### src/hdl/tdat_pkg.sv
// ----------------------------------------------------------------------------
// tdat_pkg
// Shared types, constants and helpers for the two-digit alarm timer.
// ----------------------------------------------------------------------------
package tdat_pkg;

  localparam int IN_TDATA_W  = 8;
  localparam int OUT_TDATA_W = 32;
  localparam int SET_W       = 8;

  localparam logic [SET_W-1:0] ALARM_RESET = 8'd99;
  localparam logic [SET_W-1:0] SPEED_RESET = 8'd2;
  localparam logic [3:0]       DIGIT_NINE  = 4'd9;
  localparam logic [7:0]       DOT_BIT     = 8'h80;

  // input transaction fields, highest bit first
  typedef struct packed {
    logic button;
    logic stop_switch;
    logic alarm_select;
    logic count_up;
    logic run_mode;
  } in_item_t;

  // result transaction fields, highest bit first
  typedef struct packed {
    logic       beep;
    logic       alarm_fire;
    logic [7:0] tens_segments;
    logic [6:0] units_segments;
    logic [3:0] tens_digit;
    logic [3:0] units_digit;
  } out_item_t;

  typedef struct packed {
    logic [3:0] tens;
    logic [3:0] units;
  } digit_pair_t;

  function automatic logic [7:0] seg_lookup(input logic [3:0] d);
    logic [7:0] s;
    case (d)
      4'h0: s = 8'h77;
      4'h1: s = 8'h41;
      4'h2: s = 8'h3B;
      4'h3: s = 8'h6B;
      4'h4: s = 8'h4D;
      4'h5: s = 8'h6E;
      4'h6: s = 8'h7E;
      4'h7: s = 8'h43;
      4'h8: s = 8'h7F;
      4'h9: s = 8'h6F;
      4'hA: s = 8'h5F;
      4'hB: s = 8'h7C;
      4'hC: s = 8'h36;
      4'hD: s = 8'h79;
      4'hE: s = 8'h3E;
      4'hF: s = 8'h1E;
      default: s = 8'h00;
    endcase
    return s;
  endfunction

  // split an 8-bit value into decimal digits, quotient kept to 4 bits
  // reciprocal 205/2048 is exact for every 8-bit input
  function automatic digit_pair_t split_dec(input logic [7:0] x);
    logic [15:0]  prod;
    logic [4:0]   q;
    logic [7:0]   r;
    digit_pair_t  res;
    prod      = 16'(x) * 16'd205;
    q         = prod[15:11];
    r         = x - ({3'b000, q} * 8'd10);
    res.tens  = q[3:0];
    res.units = r[3:0];
    return res;
  endfunction

endpackage

### src/hdl/two_digit_alarm_timer_unit.sv
// ----------------------------------------------------------------------------
// two_digit_alarm_timer_unit
// Two-digit up/down alarm timer driven by display-scan ticks.
// ----------------------------------------------------------------------------
//  channel | dir | tdata fields (lowest bit first)
//  in_     | in  | run_mode, count_up, alarm_select, stop_switch, button
//  out_    | out | units_digit, tens_digit, units_segments, tens_segments,
//          |     | alarm_fire, beep
//
//  one transaction per cycle sustained while out_tready allows; each result passes
//  the input register, then the result register; state updates with the result
//  rst_n clears the pipeline valids and loads the timer state defaults
//  a stalled result holds; one further tick is held in the input register
// ----------------------------------------------------------------------------
module two_digit_alarm_timer_unit #(
  parameter int SCANS_PER_UNIT = 10,
  parameter int SETTING_LIMIT  = 159
) (
  input  logic                                clk,
  input  logic                                rst_n,
  input  logic                                in_tvalid,
  output logic                                in_tready,
  // run_mode, count_up, alarm_select, stop_switch, button, zero pad
  input  logic [tdat_pkg::IN_TDATA_W-1:0]     in_tdata,
  output logic                                out_tvalid,
  input  logic                                out_tready,
  // units_digit[3:0], tens_digit[7:4], units_segments[14:8],
  // tens_segments[22:15], alarm_fire[23], beep[24], zero pad
  output logic [tdat_pkg::OUT_TDATA_W-1:0]    out_tdata
);
  import tdat_pkg::*;

  localparam int SCAN_W = $clog2(SCANS_PER_UNIT * SETTING_LIMIT + 1);
  localparam logic [SET_W-1:0] SET_LIM = SET_W'(SETTING_LIMIT);

  logic              s1_valid_r;
  in_item_t          s1_item_r;
  logic              out_valid_r;
  out_item_t         out_item_r;
  logic              advance;

  logic [3:0]        units_r, units_nxt;
  logic [3:0]        tens_r, tens_nxt;
  logic [3:0]        lim_units_r, lim_units_nxt;
  logic [3:0]        lim_tens_r, lim_tens_nxt;
  logic [SET_W-1:0]  alarm_r, alarm_nxt;
  logic [SET_W-1:0]  speed_r, speed_nxt;
  logic              paused_r, paused_nxt;
  logic              toggle_r, toggle_nxt;
  logic              set_mode_r, set_mode_nxt;
  logic [SCAN_W-1:0] scans_r, scans_nxt;
  out_item_t         result;

  assign advance    = s1_valid_r && (!out_valid_r || out_tready);
  assign in_tready  = !s1_valid_r || advance;
  assign out_tvalid = out_valid_r;
  assign out_tdata  = OUT_TDATA_W'(out_item_r);

  always_comb begin
    logic [4:0]        u5, t5;
    logic [SCAN_W-1:0] scans;
    logic [SET_W-1:0]  inc;
    logic              fire, beep;
    digit_pair_t       dp;
    logic [7:0]        tseg;
    logic [7:0]        useg;

    units_nxt     = units_r;
    tens_nxt      = tens_r;
    lim_units_nxt = lim_units_r;
    lim_tens_nxt  = lim_tens_r;
    alarm_nxt     = alarm_r;
    speed_nxt     = speed_r;
    paused_nxt    = paused_r;
    toggle_nxt    = toggle_r;
    set_mode_nxt  = set_mode_r;
    fire          = 1'b0;
    beep          = 1'b0;
    scans         = scans_r;
    u5            = '0;
    t5            = '0;
    inc           = '0;
    dp            = '0;

    // count step when the scan countdown has run out
    if (scans_r == '0) begin
      if (s1_item_r.run_mode) begin
        if (!paused_r) begin
          if (s1_item_r.count_up) begin
            u5 = {1'b0, units_r} + 5'd1;
            t5 = {1'b0, tens_r};
            if (u5 > 5'd9) begin
              u5 = '0;
              t5 = t5 + 5'd1;
              if (t5 > {1'b0, lim_tens_r}) t5 = '0;
            end
            if (t5 >= {1'b0, lim_tens_r} && u5 > {1'b0, lim_units_r}) begin
              u5 = '0;
              t5 = '0;
            end
            units_nxt = u5[3:0];
            tens_nxt  = t5[3:0];
          end else if (units_r == '0) begin
            units_nxt = DIGIT_NINE;
            tens_nxt  = (tens_r == '0) ? lim_tens_r : tens_r - 4'd1;
          end else begin
            units_nxt = units_r - 4'd1;
          end
        end
        fire = (units_nxt == lim_units_r) && (tens_nxt == lim_tens_r) &&
               !s1_item_r.alarm_select;
      end
      scans = SCAN_W'(SCAN_W'(SCANS_PER_UNIT) * SCAN_W'(speed_r));
    end
    scans_nxt = (scans != '0) ? scans - SCAN_W'(1) : scans;

    // button and mode handling
    if (s1_item_r.run_mode) begin
      if (set_mode_r) begin
        set_mode_nxt = 1'b0;
        units_nxt    = '0;
        tens_nxt     = '0;
        paused_nxt   = 1'b0;
      end
      if (s1_item_r.stop_switch) begin
        paused_nxt = 1'b1;
        toggle_nxt = 1'b0;
      end else begin
        if (s1_item_r.button) begin
          beep       = 1'b1;
          toggle_nxt = !toggle_r;
        end
        paused_nxt = toggle_nxt;
      end
    end else begin
      if (!set_mode_r) begin
        set_mode_nxt = 1'b1;
        paused_nxt   = 1'b1;
      end
      if (!s1_item_r.alarm_select) begin
        if (s1_item_r.button) begin
          beep      = 1'b1;
          inc       = alarm_r + SET_W'(1);
          alarm_nxt = (inc > SET_LIM) ? '0 : inc;
        end
        dp            = split_dec(alarm_nxt);
        lim_units_nxt = dp.units;
        lim_tens_nxt  = dp.tens;
      end else begin
        if (s1_item_r.button) begin
          beep      = 1'b1;
          inc       = speed_r + SET_W'(1);
          speed_nxt = (inc > SET_LIM) ? SET_W'(1) : inc;
        end
        dp = split_dec(speed_nxt);
      end
      units_nxt = dp.units;
      tens_nxt  = dp.tens;
    end

    tseg = seg_lookup(tens_nxt);
    if (!s1_item_r.run_mode && s1_item_r.alarm_select) tseg = tseg | DOT_BIT;
    useg = seg_lookup(units_nxt);

    result.units_digit    = units_nxt;
    result.tens_digit     = tens_nxt;
    result.units_segments = useg[6:0];
    result.tens_segments  = tseg;
    result.alarm_fire     = fire;
    result.beep           = beep;
  end

  always_ff @(posedge clk) begin
    if (!rst_n) begin
      s1_valid_r  <= 1'b0;
      out_valid_r <= 1'b0;
      units_r     <= '0;
      tens_r      <= '0;
      lim_units_r <= DIGIT_NINE;
      lim_tens_r  <= DIGIT_NINE;
      alarm_r     <= ALARM_RESET;
      speed_r     <= SPEED_RESET;
      paused_r    <= 1'b0;
      toggle_r    <= 1'b0;
      set_mode_r  <= 1'b0;
      scans_r     <= '0;
    end else begin
      if (in_tready) s1_valid_r <= in_tvalid;
      if (advance) begin
        out_valid_r <= 1'b1;
        units_r     <= units_nxt;
        tens_r      <= tens_nxt;
        lim_units_r <= lim_units_nxt;
        lim_tens_r  <= lim_tens_nxt;
        alarm_r     <= alarm_nxt;
        speed_r     <= speed_nxt;
        paused_r    <= paused_nxt;
        toggle_r    <= toggle_nxt;
        set_mode_r  <= set_mode_nxt;
        scans_r     <= scans_nxt;
      end else if (out_tready) begin
        out_valid_r <= 1'b0;
      end
    end
  end

  // payload registers
  always_ff @(posedge clk) begin
    if (in_tready && in_tvalid) s1_item_r <= in_item_t'(in_tdata[4:0]);
    if (advance) out_item_r <= result;
  end

endmodule

### config.mk
export PLATFORM = sky130hd
export DESIGN_NAME = two_digit_alarm_timer_unit
export DESIGN_NICKNAME = d
export VERILOG_FILES = /design/src/hdl/tdat_pkg.sv /design/src/hdl/two_digit_alarm_timer_unit.sv
export SDC_FILE = /design/constraint.sdc
export NUM_CORES = 1
export LEC_CHECK = 0
export BUFFER_PORTS_ARGS = -buffer_cell sky130_fd_sc_hd__clkbuf_2
export CORE_MARGIN = 1
export CORE_UTILIZATION = 40
export DETAILED_ROUTE_END_ITERATION = 8
export SLEW_MARGIN = 20
export SYNTH_ARGS = -nofsm -noshare
export SYNTH_HDL_FRONTEND = slang
export SYNTH_SLANG_ARGS = --single-unit
### constraint.sdc
create_clock -name clk -period 10.1 [get_ports clk]
set_clock_uncertainty 0.1 [all_clocks]
set_input_delay 0.505 -clock clk [delete_from_list [all_inputs] [get_ports clk]]
set_output_delay 0.505 -clock clk [all_outputs]
set_load 0.02 [all_outputs]
Word-level counts from Yosys, hierarchy flattened
Memory sizes are Yosys's and may differ from the RTL's. A register that Yosys moved wholly into a read port is not among the register bits.
Index checks and enable logic that the tools add are counted.
W data, S select, Z words.
{"block": "word_totals", "ff_bits": 64, "mem_bits_ro": 224, "input_bits": 12, "out_inout_bits": 34, "wordCells": 124, "mem_count": 2}
{"block": "classes", "addsub": 9, "n_mul": 5, "n_lt_le_gt_ge": 6, "n_eq_ne": 3, "mux": 52, "n_bitwise": 2, "reduce_logical": 23}
{"name": "(name not given)", "depth": 16, "word_bits": 7, "read_ports": 1, "rd_ports_with_merged_regs": 1, "write_ports": 0, "line": "tdat_pkg.sv:42", "rtl": "case (d)"}
{"name": "(name not given)", "depth": 16, "word_bits": 7, "read_ports": 1, "rd_ports_with_merged_regs": 1, "write_ports": 0, "line": "tdat_pkg.sv:42"}
{"op": "$mux W4", "count": 19}
{"op": "$mux W8", "count": 9}
{"op": "$mux W5", "count": 11}
{"op": "$mul A8 B8 Y16 const B", "count": 2}
{"op": "$mux W11", "count": 2}
{"op": "$add A8 B1 Y8 const B", "count": 2}
{"op": "$gt A8 B8 Y1 const B", "count": 2}
{"op": "$logic_not A11 Y1", "count": 1}
{"op": "$mux W1", "count": 11}
{"op": "$reduce_bool A11 Y1", "count": 1}
{"op": "$sub A11 B1 Y11 const B", "count": 1}
{"op": "$add A4 B1 Y5 const B", "count": 2}
{"op": "$gt A5 B4 Y1", "count": 2}
{"op": "$mul A3 B8 Y10 const A", "count": 1}
{"op": "$mul A5 B3 Y3 const B", "count": 2}
{"op": "$eq A4 B4 Y1", "count": 2}
{"op": "$logic_not A4 Y1", "count": 2}
{"op": "$sub A4 B1 Y4 const B", "count": 2}
{"op": "$sub A4 B4 Y4", "count": 2}
{"op": "$logic_and A1 B1 Y1", "count": 6}
{"op": "$reduce_and A2 Y1", "count": 3}
{"op": "$reduce_and A3 Y1", "count": 2}
{"op": "$ge A5 B4 Y1", "count": 1}
{"op": "$gt A5 B4 Y1 const B", "count": 1}
{"op": "other kinds (5)", "count": 11}

Logic depth before layout (Yosys ltp)
Gate-level depths: netlist (run 1).
{"block": "logic_depth", "depth_word": 18, "ltp_mapped": 31, "depth_no_buf": 29}

Worst setup path after synthesis (run 1)
Ideal clock, no wire load.
{"block": "synth_timing", "path_kind": "register -> register", "start": "register lim_units_r[0]", "end": "register out_tdata[8] (netlist name)", "setup_time_ns": 0.260, "arrival_ns": 6.669, "required_time_ns": 9.740, "slack_ns": 3.072, "path_stages_with_launch": 29, "path_buffers": 1, "period_less_slack_ns": 7.028, "path_cell_list": "dfxtp_1 > ha_1 > nand2_1 > o2111a_1 > o31ai_1 > nor3_1 > a21oi_1 > inv_1 > ha_1 > xor2_1 > ha_1 > fa_1 > inv_1 > fa_1 > inv_1 > ha_1 > nand3_1 > a2111oi_0 > a21oi_1 > nand2b_1 > xor2_1 > fa_1 > xnor2_2 > xnor3_1 > and2_1 > a211o_1 > buf_4 > nor3_1 > a21oi_1"}
{"element": "start, declared", "line": "two_digit_alarm_timer_unit.sv:44", "rtl": "logic [3:0] lim_units_r, lim_units_nxt;"}
{"element": "start signal, assigned", "line": "two_digit_alarm_timer_unit.sv:193", "rtl": "lim_units_r <= lim_units_nxt;"}

Final worst setup path (run 1)
{"block": "layout_timing", "start": "register speed_r[2]", "end": "register out_tdata[9] (netlist name)"}
{"block": "layout_between", "elab_chain_cells": 11}
{"element": "start, declared", "line": "two_digit_alarm_timer_unit.sv:47", "rtl": "logic [SET_W-1:0] speed_r, speed_nxt;"}
{"element": "start signal, assigned", "line": "two_digit_alarm_timer_unit.sv:196", "rtl": "speed_r <= speed_nxt;"}
{"element": "$add A8 B1 Y8", "line": "two_digit_alarm_timer_unit.sv:152", "rtl": "inc = speed_r + SET_W'(1);"}
{"element": "$gt A8 B8 Y1", "line": "two_digit_alarm_timer_unit.sv:153", "rtl": "speed_nxt = (inc > SET_LIM) ? SET_W'(1) : inc;"}
{"element": "$mux W8", "line": "two_digit_alarm_timer_unit.sv:153"}
{"element": "$mux W8 *", "line": "two_digit_alarm_timer_unit.sv:150", "rtl": "if (s1_item_r.button) begin"}
{"element": "$mux W8 *", "line": "two_digit_alarm_timer_unit.sv:140", "rtl": "if (!s1_item_r.alarm_select) begin"}
{"element": "$mux W8 *", "line": "two_digit_alarm_timer_unit.sv:118", "rtl": "if (s1_item_r.run_mode) begin"}
{"element": "$mul A8 B8 Y16", "line": "tdat_pkg.sv:71", "rtl": "prod = 16'(x) * 16'd205;"}
{"element": "$mul A5 B3 Y3", "line": "tdat_pkg.sv:73", "rtl": "r = x - ({3'b000, q} * 8'd10);"}
{"element": "$sub A4 B4 Y4 *", "line": "tdat_pkg.sv:73"}
{"element": "$mux W8 *", "line": "two_digit_alarm_timer_unit.sv:140"}
{"element": "$mux W4 *", "line": "two_digit_alarm_timer_unit.sv:118"}
Every way passes the cells marked *; elsewhere a longest branch is shown, timed or not. The select of a mux whose other input is x is not followed.
A chain may end at the register's enable or synchronous reset.

==> flow_summary.yaml, run 1 <==
status:
  outcome: "finished clean"
route:
  drt_iter0_markers: 438
  dr_total_vias: 6472
  drc_errors: 0
  ant_nets: 0
  wl_um: 18400
  avgViaCountPerCell: 5.367
  first_pass_iters: 5
  wl_per_cell_um: 15.26
clocking:
  cts-resized-gates: 0
  cts_buffers: 9
  postCtsSetupBuffers: 0
  cts_buffer_depth: 2
  cts_tree: "yes"
  cts_hold_buf: 0
  cts_root_buf: "clkbuf_16"
  clkSinkCount: 77
  insertion_delay_ps: 340
  cts.htree.levels: 3
  clk_pin_slew_ps: 60
sta:
  hold_ws_ps: 239.4
  setup_viol: 0
  fin_tns_setup_ps: 0
  fmax_mhz: 123.8
  hold_viol: 0
  worst_slew_pin_slew_ps: 1057
  layout_setup_ws_ps: 2025
  finalCritPeriodShare_pct: 79.95
  slew_headroom_pct: 29.55
  rsz0062_at_grt: "false"
  finalCriticalPeriod_ps: 8075
  drv_slew: 0
power:
  power.density_nw_per_um2: 177.1
  power_leakage_nw: 4.073
  peakVddDrop_uv: 75.01
synth:
  synthArstFlopShare_pct: 0
  ys_warn_count: 0
  syn_area_um2: 8105
  synthTopCellsByCount: "ha_1 (128), inv_1 (96), nand2_1 (69)"
  synth_ff_type: "dfxtp_1"
  synth_most_common_cell: "ha_1"
  avgSynthCellArea_um2: 8.744
  synthCells: 927
  ys_ff_latch: 77
  yosys.area.top_type: "ha_1"
  yosys-top-cells-area: "ha_1 (20%), dfxtp_1 (12%), edfxtp_1 (11%)"
  synth_edf_count: 30
  synth.distinct_cells: 88
  netlist.area_leader.share_pct: 19.76
  ys_seq_area_share_pct: 22.72
die:
  io_pins: 46
  row_count: 51
  die_h_um: 144.4
  initial_core_util_pct: 41.24
  die_x_um: 144.4
  fp.dieArea_um2: 20840
  core-area_um2: 19650
place:
  placed_cells: 1190
  gp_congestion: 0.8485
  place_ws_ps: 2037
  port_buffers: 35
  hpwlAfterDp_um: 13980
worst_setup_path:
  crit_fanout: 14
  max_stage_delay_ps: 780
  end_kind: "flop"
  setup.worst_path.start: "speed_r[2]"
  path_class: "flop to flop"
  worstPathRequired_ps: 10190
  regToRegStartpoint: "speed_r[2]"
  cp.arrival_ps: 8170
  cp_slowest_cell: "o31ai_1"
  startpoint_type: "flop"
  r2r_slack_ps: 2030
  cpMostUsedCell: "ha_1"
global_routing:
  grt_pass1_wl_um: 30170
  gr-total-overflow: 0
  grt_max_degree: 56
  antenna_found_initial: 0
  grt_pass1_vias: 6092
  track_usage_pct: 18.43
final_layout:
  final_layout_size_suffix_gt1_share_pct: 9.458
  fin_cells: 1206
  num_antenna_cells: 0
  nNetsFinal: 1099
  area_delta_synth_final_pct: 8.444
hold_path:
  hp-class: "primary input to flop"
  hold_path.startpoint: "in_tdata[0]"
job:
  maxCapViolCount: 0
kinds of logic (layout without fill, tap and decap cells):
logic type | count (synthesis) | count (layout) | synth area share, %
compound gates | 223 | 223 | 19.61
xor+xnor | 43 | 43 | 5.171
fa+ha+maj | 151 | 151 | 25.44
buf+inv | 152 | 160 | 7.842
flops | 77 | 77 | 22.72
mux | 25 | 25 | 3.103
other cells | 1 | 7 | 0.04627
simple gates | 255 | 255 | 16.07
state kept, by name, summed over array words and instances (netlist names), 4 cells and up:
name,flops
scans_r,11
lim_units_r,4
speed_r,8
s1_item_r,5
tens_r,4
lim_tens_r,4
units_r,4
out_tdata,25
alarm_r,7
stage by stage:
stage	power (mW)	utilization, %	area, µm²
after floorplan	1.021	-	8128
after global placement	1.175	42.99	8449
after detailed placement	1.188	42.99	8449
after CTS	1.570	44.72	8790
after global routing	1.683	44.72	8790
final	1.557	44.72	8790
cell type report:
| class | instances | area, µm² |
|---|---|---|
| fill | 2007 | 10860 |
| tap | 265 | 331.6 |
| sequential | 77 | 1842 |
| clock buffer | 10 | 229.0 |
| inverter | 98 | 367.9 |
| multi-input combinational | 704 | 5650 |
| clock inverter | 6 | 111.4 |
| timing repair buffer | 46 | 257.7 |
path summary, 6_finish.rpt:
kind              depth (start not counted)             to
setup reg to reg                         25   out_tdata[9]
hold reg to reg                           2  lim_tens_r[3]
hold / removal                            1   s1_item_r[0]
setup / recovery                         25   out_tdata[9]
critical path, delay by kind of cell, from the launching register on:
kind	cells	cell delay, ps
xor+xnor	4	850
compound gates	7	2770
simple gates	5	1000
fa+ha+maj	7	2630
buf+inv	2	100
flops	1	440
layout by cell type (no fill, tap or decap), types with 4 or more instances in the layout:
master | Yosys | layout
a211oi_1 | 9 | 9
a21boi_0 | 10 | 10
a21o_1 | 13 | 13
a21oi_1 | 51 | 51
a22oi_1 | 5 | 5
a31oi_1 | 8 | 8
and2_1 | 9 | 9
buf_4 | 9 | 11
clkbuf_16 | 0 | 9
clkbuf_2 | 1 | 35
conb_1 | 1 | 7
dfxtp_1 | 47 | 47
edfxtp_1 | 30 | 30
fa_1 | 23 | 23
ha_1 | 128 | 128
inv_1 | 96 | 95
mux2i_1 | 24 | 24
nand2_1 | 69 | 69
nand2b_1 | 13 | 13
nand3_1 | 19 | 19
nand3b_1 | 4 | 4
nand4_1 | 9 | 9
nor2_1 | 56 | 56
nor2b_1 | 18 | 18
nor3_1 | 10 | 10
nor3b_1 | 14 | 14
nor4_1 | 4 | 4
o211a_1 | 8 | 8
o211ai_1 | 8 | 8
o21a_1 | 6 | 6
o21ai_0 | 41 | 41
o22ai_1 | 4 | 4
o311a_1 | 4 | 4
o31ai_1 | 8 | 8
or2_2 | 6 | 6
or3_1 | 7 | 7
xnor2_1 | 29 | 29
xor2_1 | 10 | 10
where the power goes:
part	switching (mW)	internal, mW
Combinational	0.451	0.323
Sequential	0.0307	0.377
Clock	0.135	0.242
Total	0.616	0.941
metal layers:
layer  track usage (%)  vias to the layer above  share of wire, %
li1                  -                     3281                 -
met1             25.31                     3073                49
met2             30.49                      102                47
met3             2.152                       16               2.6
met4             4.709                        0               1.1
met5                 0                        -                 0
No activity file was read; power rests on OpenSTA's default activity.
==> run 2: changes to the inputs <==
Clock period 10.1 ns to 8 ns, I/O delays scaled along.
==> flow_summary.yaml, run 2 (synthesis gave the netlist of run 1 again) <==
place:
  port_buffers: 35
  hpwlAfterDp_um: 14170
  placed_area_um2: 8532
  gp_congestion: 0.8598
clocking:
  cts_hold_buf: 0
  cts_buffers: 9
  cts.htree.levels: 3
  cts_buffer_depth: 2
  cts_root_buf: "clkbuf_16"
  insertion_delay_ps: 350
  cts-resized-gates: 0
  clkSinkCount: 77
  postCtsSetupBuffers: 0
  cts_tree: "yes"
  clk_pin_slew_ps: 60
job:
  maxCapViolCount: 0
route:
  drt_iter0_markers: 347
  drc_errors: 0
  avgViaCountPerCell: 5.340
  dr_total_vias: 6499
  wl_per_cell_um: 15.07
  first_pass_iters: 5
  ant_nets: 0
  wl_um: 18340
worst_setup_path:
  max_stage_delay_ps: 530
  startpoint_type: "flop"
  cp.arrival_ps: 7530
  crit_family: "adder cells"
  crit_fanout: 13
  path_buf_inv: 4
  worstPathRequired_ps: 8100
  cp_slowest_cell: "fa_1"
  path_class: "flop to flop"
  end_kind: "flop"
final_layout:
  area_delta_synth_final_pct: 9.463
  largest_reg_flops: 25
  nNetsFinal: 1110
  layout_common_cells: "ha_1 (127), inv_1 (95), nand2_1 (69)"
  num_antenna_cells: 0
  final_common_cell: "ha_1"
  fill_cells: 1978
  fin_area_um2: 8872
  final_layout_size_suffix_gt1_share_pct: 11.13
sta:
  rsz0062_at_grt: "false"
  fmax_mhz: 134.5
  setup_viol: 0
  fin_tns_setup_ps: 0
  finalCriticalPeriod_ps: 7433
  finalCritPeriodShare_pct: 92.91
  drv_slew: 0
  worst_slew_pin_slew_ps: 986.9
  hold_viol: 0
  slew_headroom_pct: 34.00
global_routing:
  grt_max_degree: 51
  track_usage_pct: 18.42
  antenna_found_initial: 0
  grt_pass1_vias: 6053
  gr-total-overflow: 0
  grt_pass1_wl_um: 30220
die:
  fp.dieArea_um2: 20840
  die_x_um: 144.4
  die_h_um: 144.4
  row_count: 51
  core-area_um2: 19650
  initial_core_util_pct: 41.24
  io_pins: 46
power:
  power_leakage_nw: 4.119
  power.density_nw_per_um2: 220.5
  peakVddDrop_uv: 104.6
status:
  outcome: "finished clean"
hold_path:
  hp-class: "primary input to flop"
## run 2: worst paths after layout
| kind | endpoint | from | cells past startpoint | slack [ps] |
|---|---|---|---|---|
| max | out_tdata[9] | alarm_r[1] | 28 | 570 |
| max reg2reg | out_tdata[9] | alarm_r[1] | 28 | 570 |
| min reg2reg | scans_r[1] | scans_r[1] | 2 | 390 |
| min | s1_item_r[3] | in_tdata[3] | 1 | 130 |
## run 2: through the flow
step / utilization (%) / worst slack, ps / hold WS, ps / std cells / power [mW]
2_1_floorplan: - / 971.7 / 349.1 / 933 / 1.289
3_3_place_gp: 43.41 / 320.4 / 371.0 / 1201 / 1.496
3_5_place_dp: 43.41 / 328.6 / 378.9 / 1201 / 1.507
4_1_cts: 45.05 / 295.5 / 113.8 / 1217 / 1.971
5_1_grt: 45.14 / 37.07 / 109.6 / 1217 / 2.117
6_report: 45.14 / 566.9 / 127.9 / 1217 / 1.956
## run 2: routing by layer
metal  vias to the layer above  track usage [%]  share of wire (%)  wire [µm]
met5                         -                0                  0          0
met2                       121            29.98                 46       8493
met3                        15            3.311                3.8        704
met1                      3059            25.07                 49       8936
met4                         0            4.488                1.1        201
li1                       3304                -                  -          -
## run 2: worst register-to-register path: cells and delay by family, from the launching register on
kind            cells  cell delay, ps
fa+ha+maj           7            2730
buf+inv             4             340
flops               1             430
xor+xnor            4             860
compound gates      6            1590
simple gates        7            1260
## run 2: power by group
group          switching (mW)  internal [mW]
Combinational           0.572          0.416
Clock                   0.181          0.275
Sequential             0.0374          0.475
## run 2: area by class of cell
class                      count  area [µm²]  area share, %
multi-input combinational    704        5667          63.87
sequential                    77        1843          20.77
inverter                      98       367.9          4.146
timing repair buffer          57       340.3          3.836
tap                          265       331.6          3.737
clock buffer                   9       225.2          2.538
clock inverter                 7       97.59          1.100
==> run 3: changes to the inputs <==
Settings changed: PLACE_DENSITY from default to 0.52.
==> flow_summary.yaml, run 3 (synthesis gave the netlist of run 1 again) <==
worst_setup_path:
  max_stage_delay_ps: 730
  reg2reg_depth: 25
  startpoint_type: "flop"
  worstPathRequired_ps: 8110
  end_kind: "flop"
  crit_fanout: 14
  cp.arrival_ps: 7480
  path_class: "flop to flop"
  cp_slowest_cell: "o41ai_1"
  cpMostUsedCell: "ha_1"
clocking:
  cts_root_buf: "clkbuf_16"
  cts_buffer_depth: 2
  cts_hold_buf: 0
  cts.htree.levels: 3
  clkSinkCount: 77
  postCtsSetupBuffers: 0
  insertion_delay_ps: 350
  cts_buffers: 9
  clk_pin_slew_ps: 70
  cts-resized-gates: 0
  cts_tree: "yes"
power:
  p_int_mw: 1.106
  seqPwrFrac_pct: 26.8
  power.density_nw_per_um2: 216.3
  p_switching_uw: 811.5
  combPwrFrac_pct: 51.8
  power_leakage_nw: 4.121
  peakVddDrop_uv: 123.1
  clock_power_share_pct: 21.4
  netSwitchingFraction_pct: 42.33
die:
  die_h_um: 144.4
  initial_core_util_pct: 41.24
  core-area_um2: 19650
  die_x_um: 144.4
  io_pins: 46
  fp.dieArea_um2: 20840
  row_count: 51
route:
  drt_iter0_markers: 412
  dr_total_vias: 6617
  avgViaCountPerCell: 5.415
  wl_per_cell_um: 15.51
  drc_errors: 0
  first_pass_iters: 6
  wl_um: 18960
  ant_nets: 0
sta:
  hold_viol: 0
  drv_slew: 0
  finalCriticalPeriod_ps: 7368
  finalCritPeriodShare_pct: 92.10
  worst_slew_pin_slew_ps: 1016
  fmax_mhz: 135.7
  rsz0062_at_grt: "false"
  fin_tns_setup_ps: 0
  setup_viol: 0
  slew_headroom_pct: 32.08
place:
  port_buffers: 35
  hpwlAfterDp_um: 14470
  gp_congestion: 0.8021
job:
  maxCapViolCount: 0
final_layout:
  area_delta_synth_final_pct: 9.370
  final_core_utilization_pct: 45.10
  final_common_cell: "ha_1"
  fill_cells: 2004
  largest_reg_flops: 25
  num_antenna_cells: 0
  final_layout_size_suffix_gt1_share_pct: 11.49
  nNetsFinal: 1115
  layout_common_cells: "ha_1 (128), inv_1 (95), nand2_1 (69)"
global_routing:
  gr-total-overflow: 0
  grt_pass1_vias: 6176
  track_usage_pct: 19.79
  grt_max_degree: 55
  grt_pass1_wl_um: 32010
  antenna_found_initial: 0
hold_path:
  hold_depth: 1
  hp-class: "primary input to flop"
status:
  outcome: "finished clean"
run 3: layout make-up:
cell class              count  area (µm²)  share of cell area, %
clock buffers               9       225.2                  2.541
clock inverters             7       57.56                 0.6493
flip-flops and latches     77        1842                  20.78
multi-input cells         704        5663                  63.88
well taps                 265       331.6                  3.740
repair buffers             62       377.9                  4.263
inverters                  98       367.9                  4.150
run 3: power by group through the flow:
stage | Sequential (mW) | Combinational, mW | Clock, mW
after global placement | 0.523 | 0.985 | 0
after global routing | 0.521 | 1.13 | 0.438
after floorplan | 0.534 | 0.755 | 0
after detailed placement | 0.522 | 0.990 | 0
after CTS | 0.514 | 0.995 | 0.426
final | 0.514 | 0.993 | 0.411
run 3: worst max-delay path: cells and delay by family, from the launching register on:
kind                       cells  cell delay, ps
buffers and inverters          3             270
and+or+nand+nor                6            1090
adders and majority gates      7            2790
AOI/OAI and AO/OA              6            1870
DFF                            1             430
xor gates and xnor gates       3             690
run 3: final timing paths:
check / startpoint / endpoint / slack (ps)
max: alarm_r[1] / out_tdata[9] / 630
min: in_tdata[1] / s1_item_r[1] / 120
max reg2reg: alarm_r[1] / out_tdata[9] / 630
min reg2reg: scans_r[1] / scans_r[1] / 390
run 3: stage by stage:
step,hold WS [ps],total power [mW],std cells,cell area (µm²),setup WS (ps)
global route,112.5,2.089,1222,8865,62.71
floorplan,349.1,1.289,933,8128,971.7
detailed placement,381.4,1.512,1206,8572,530.7
finish,124.3,1.917,1222,8865,631.7
CTS,111.1,1.935,1222,8855,505.1
global placement,372.6,1.508,1206,8569,513.8
run 3: per-layer routing:
| layer | part of all wire (%) | up-vias | GRT usage, % | wire, µm |
|---|---|---|---|---|
| met1 | 49 | 3170 | 26.82 | 9323 |
| li1 | - | 3326 | - | - |
| met2 | 46 | 107 | 32.79 | 8758 |
| met4 | 1.2 | 0 | 4.100 | 225 |
| met5 | 0 | - | 0 | 0 |
| met3 | 3.4 | 14 | 3.444 | 650 |
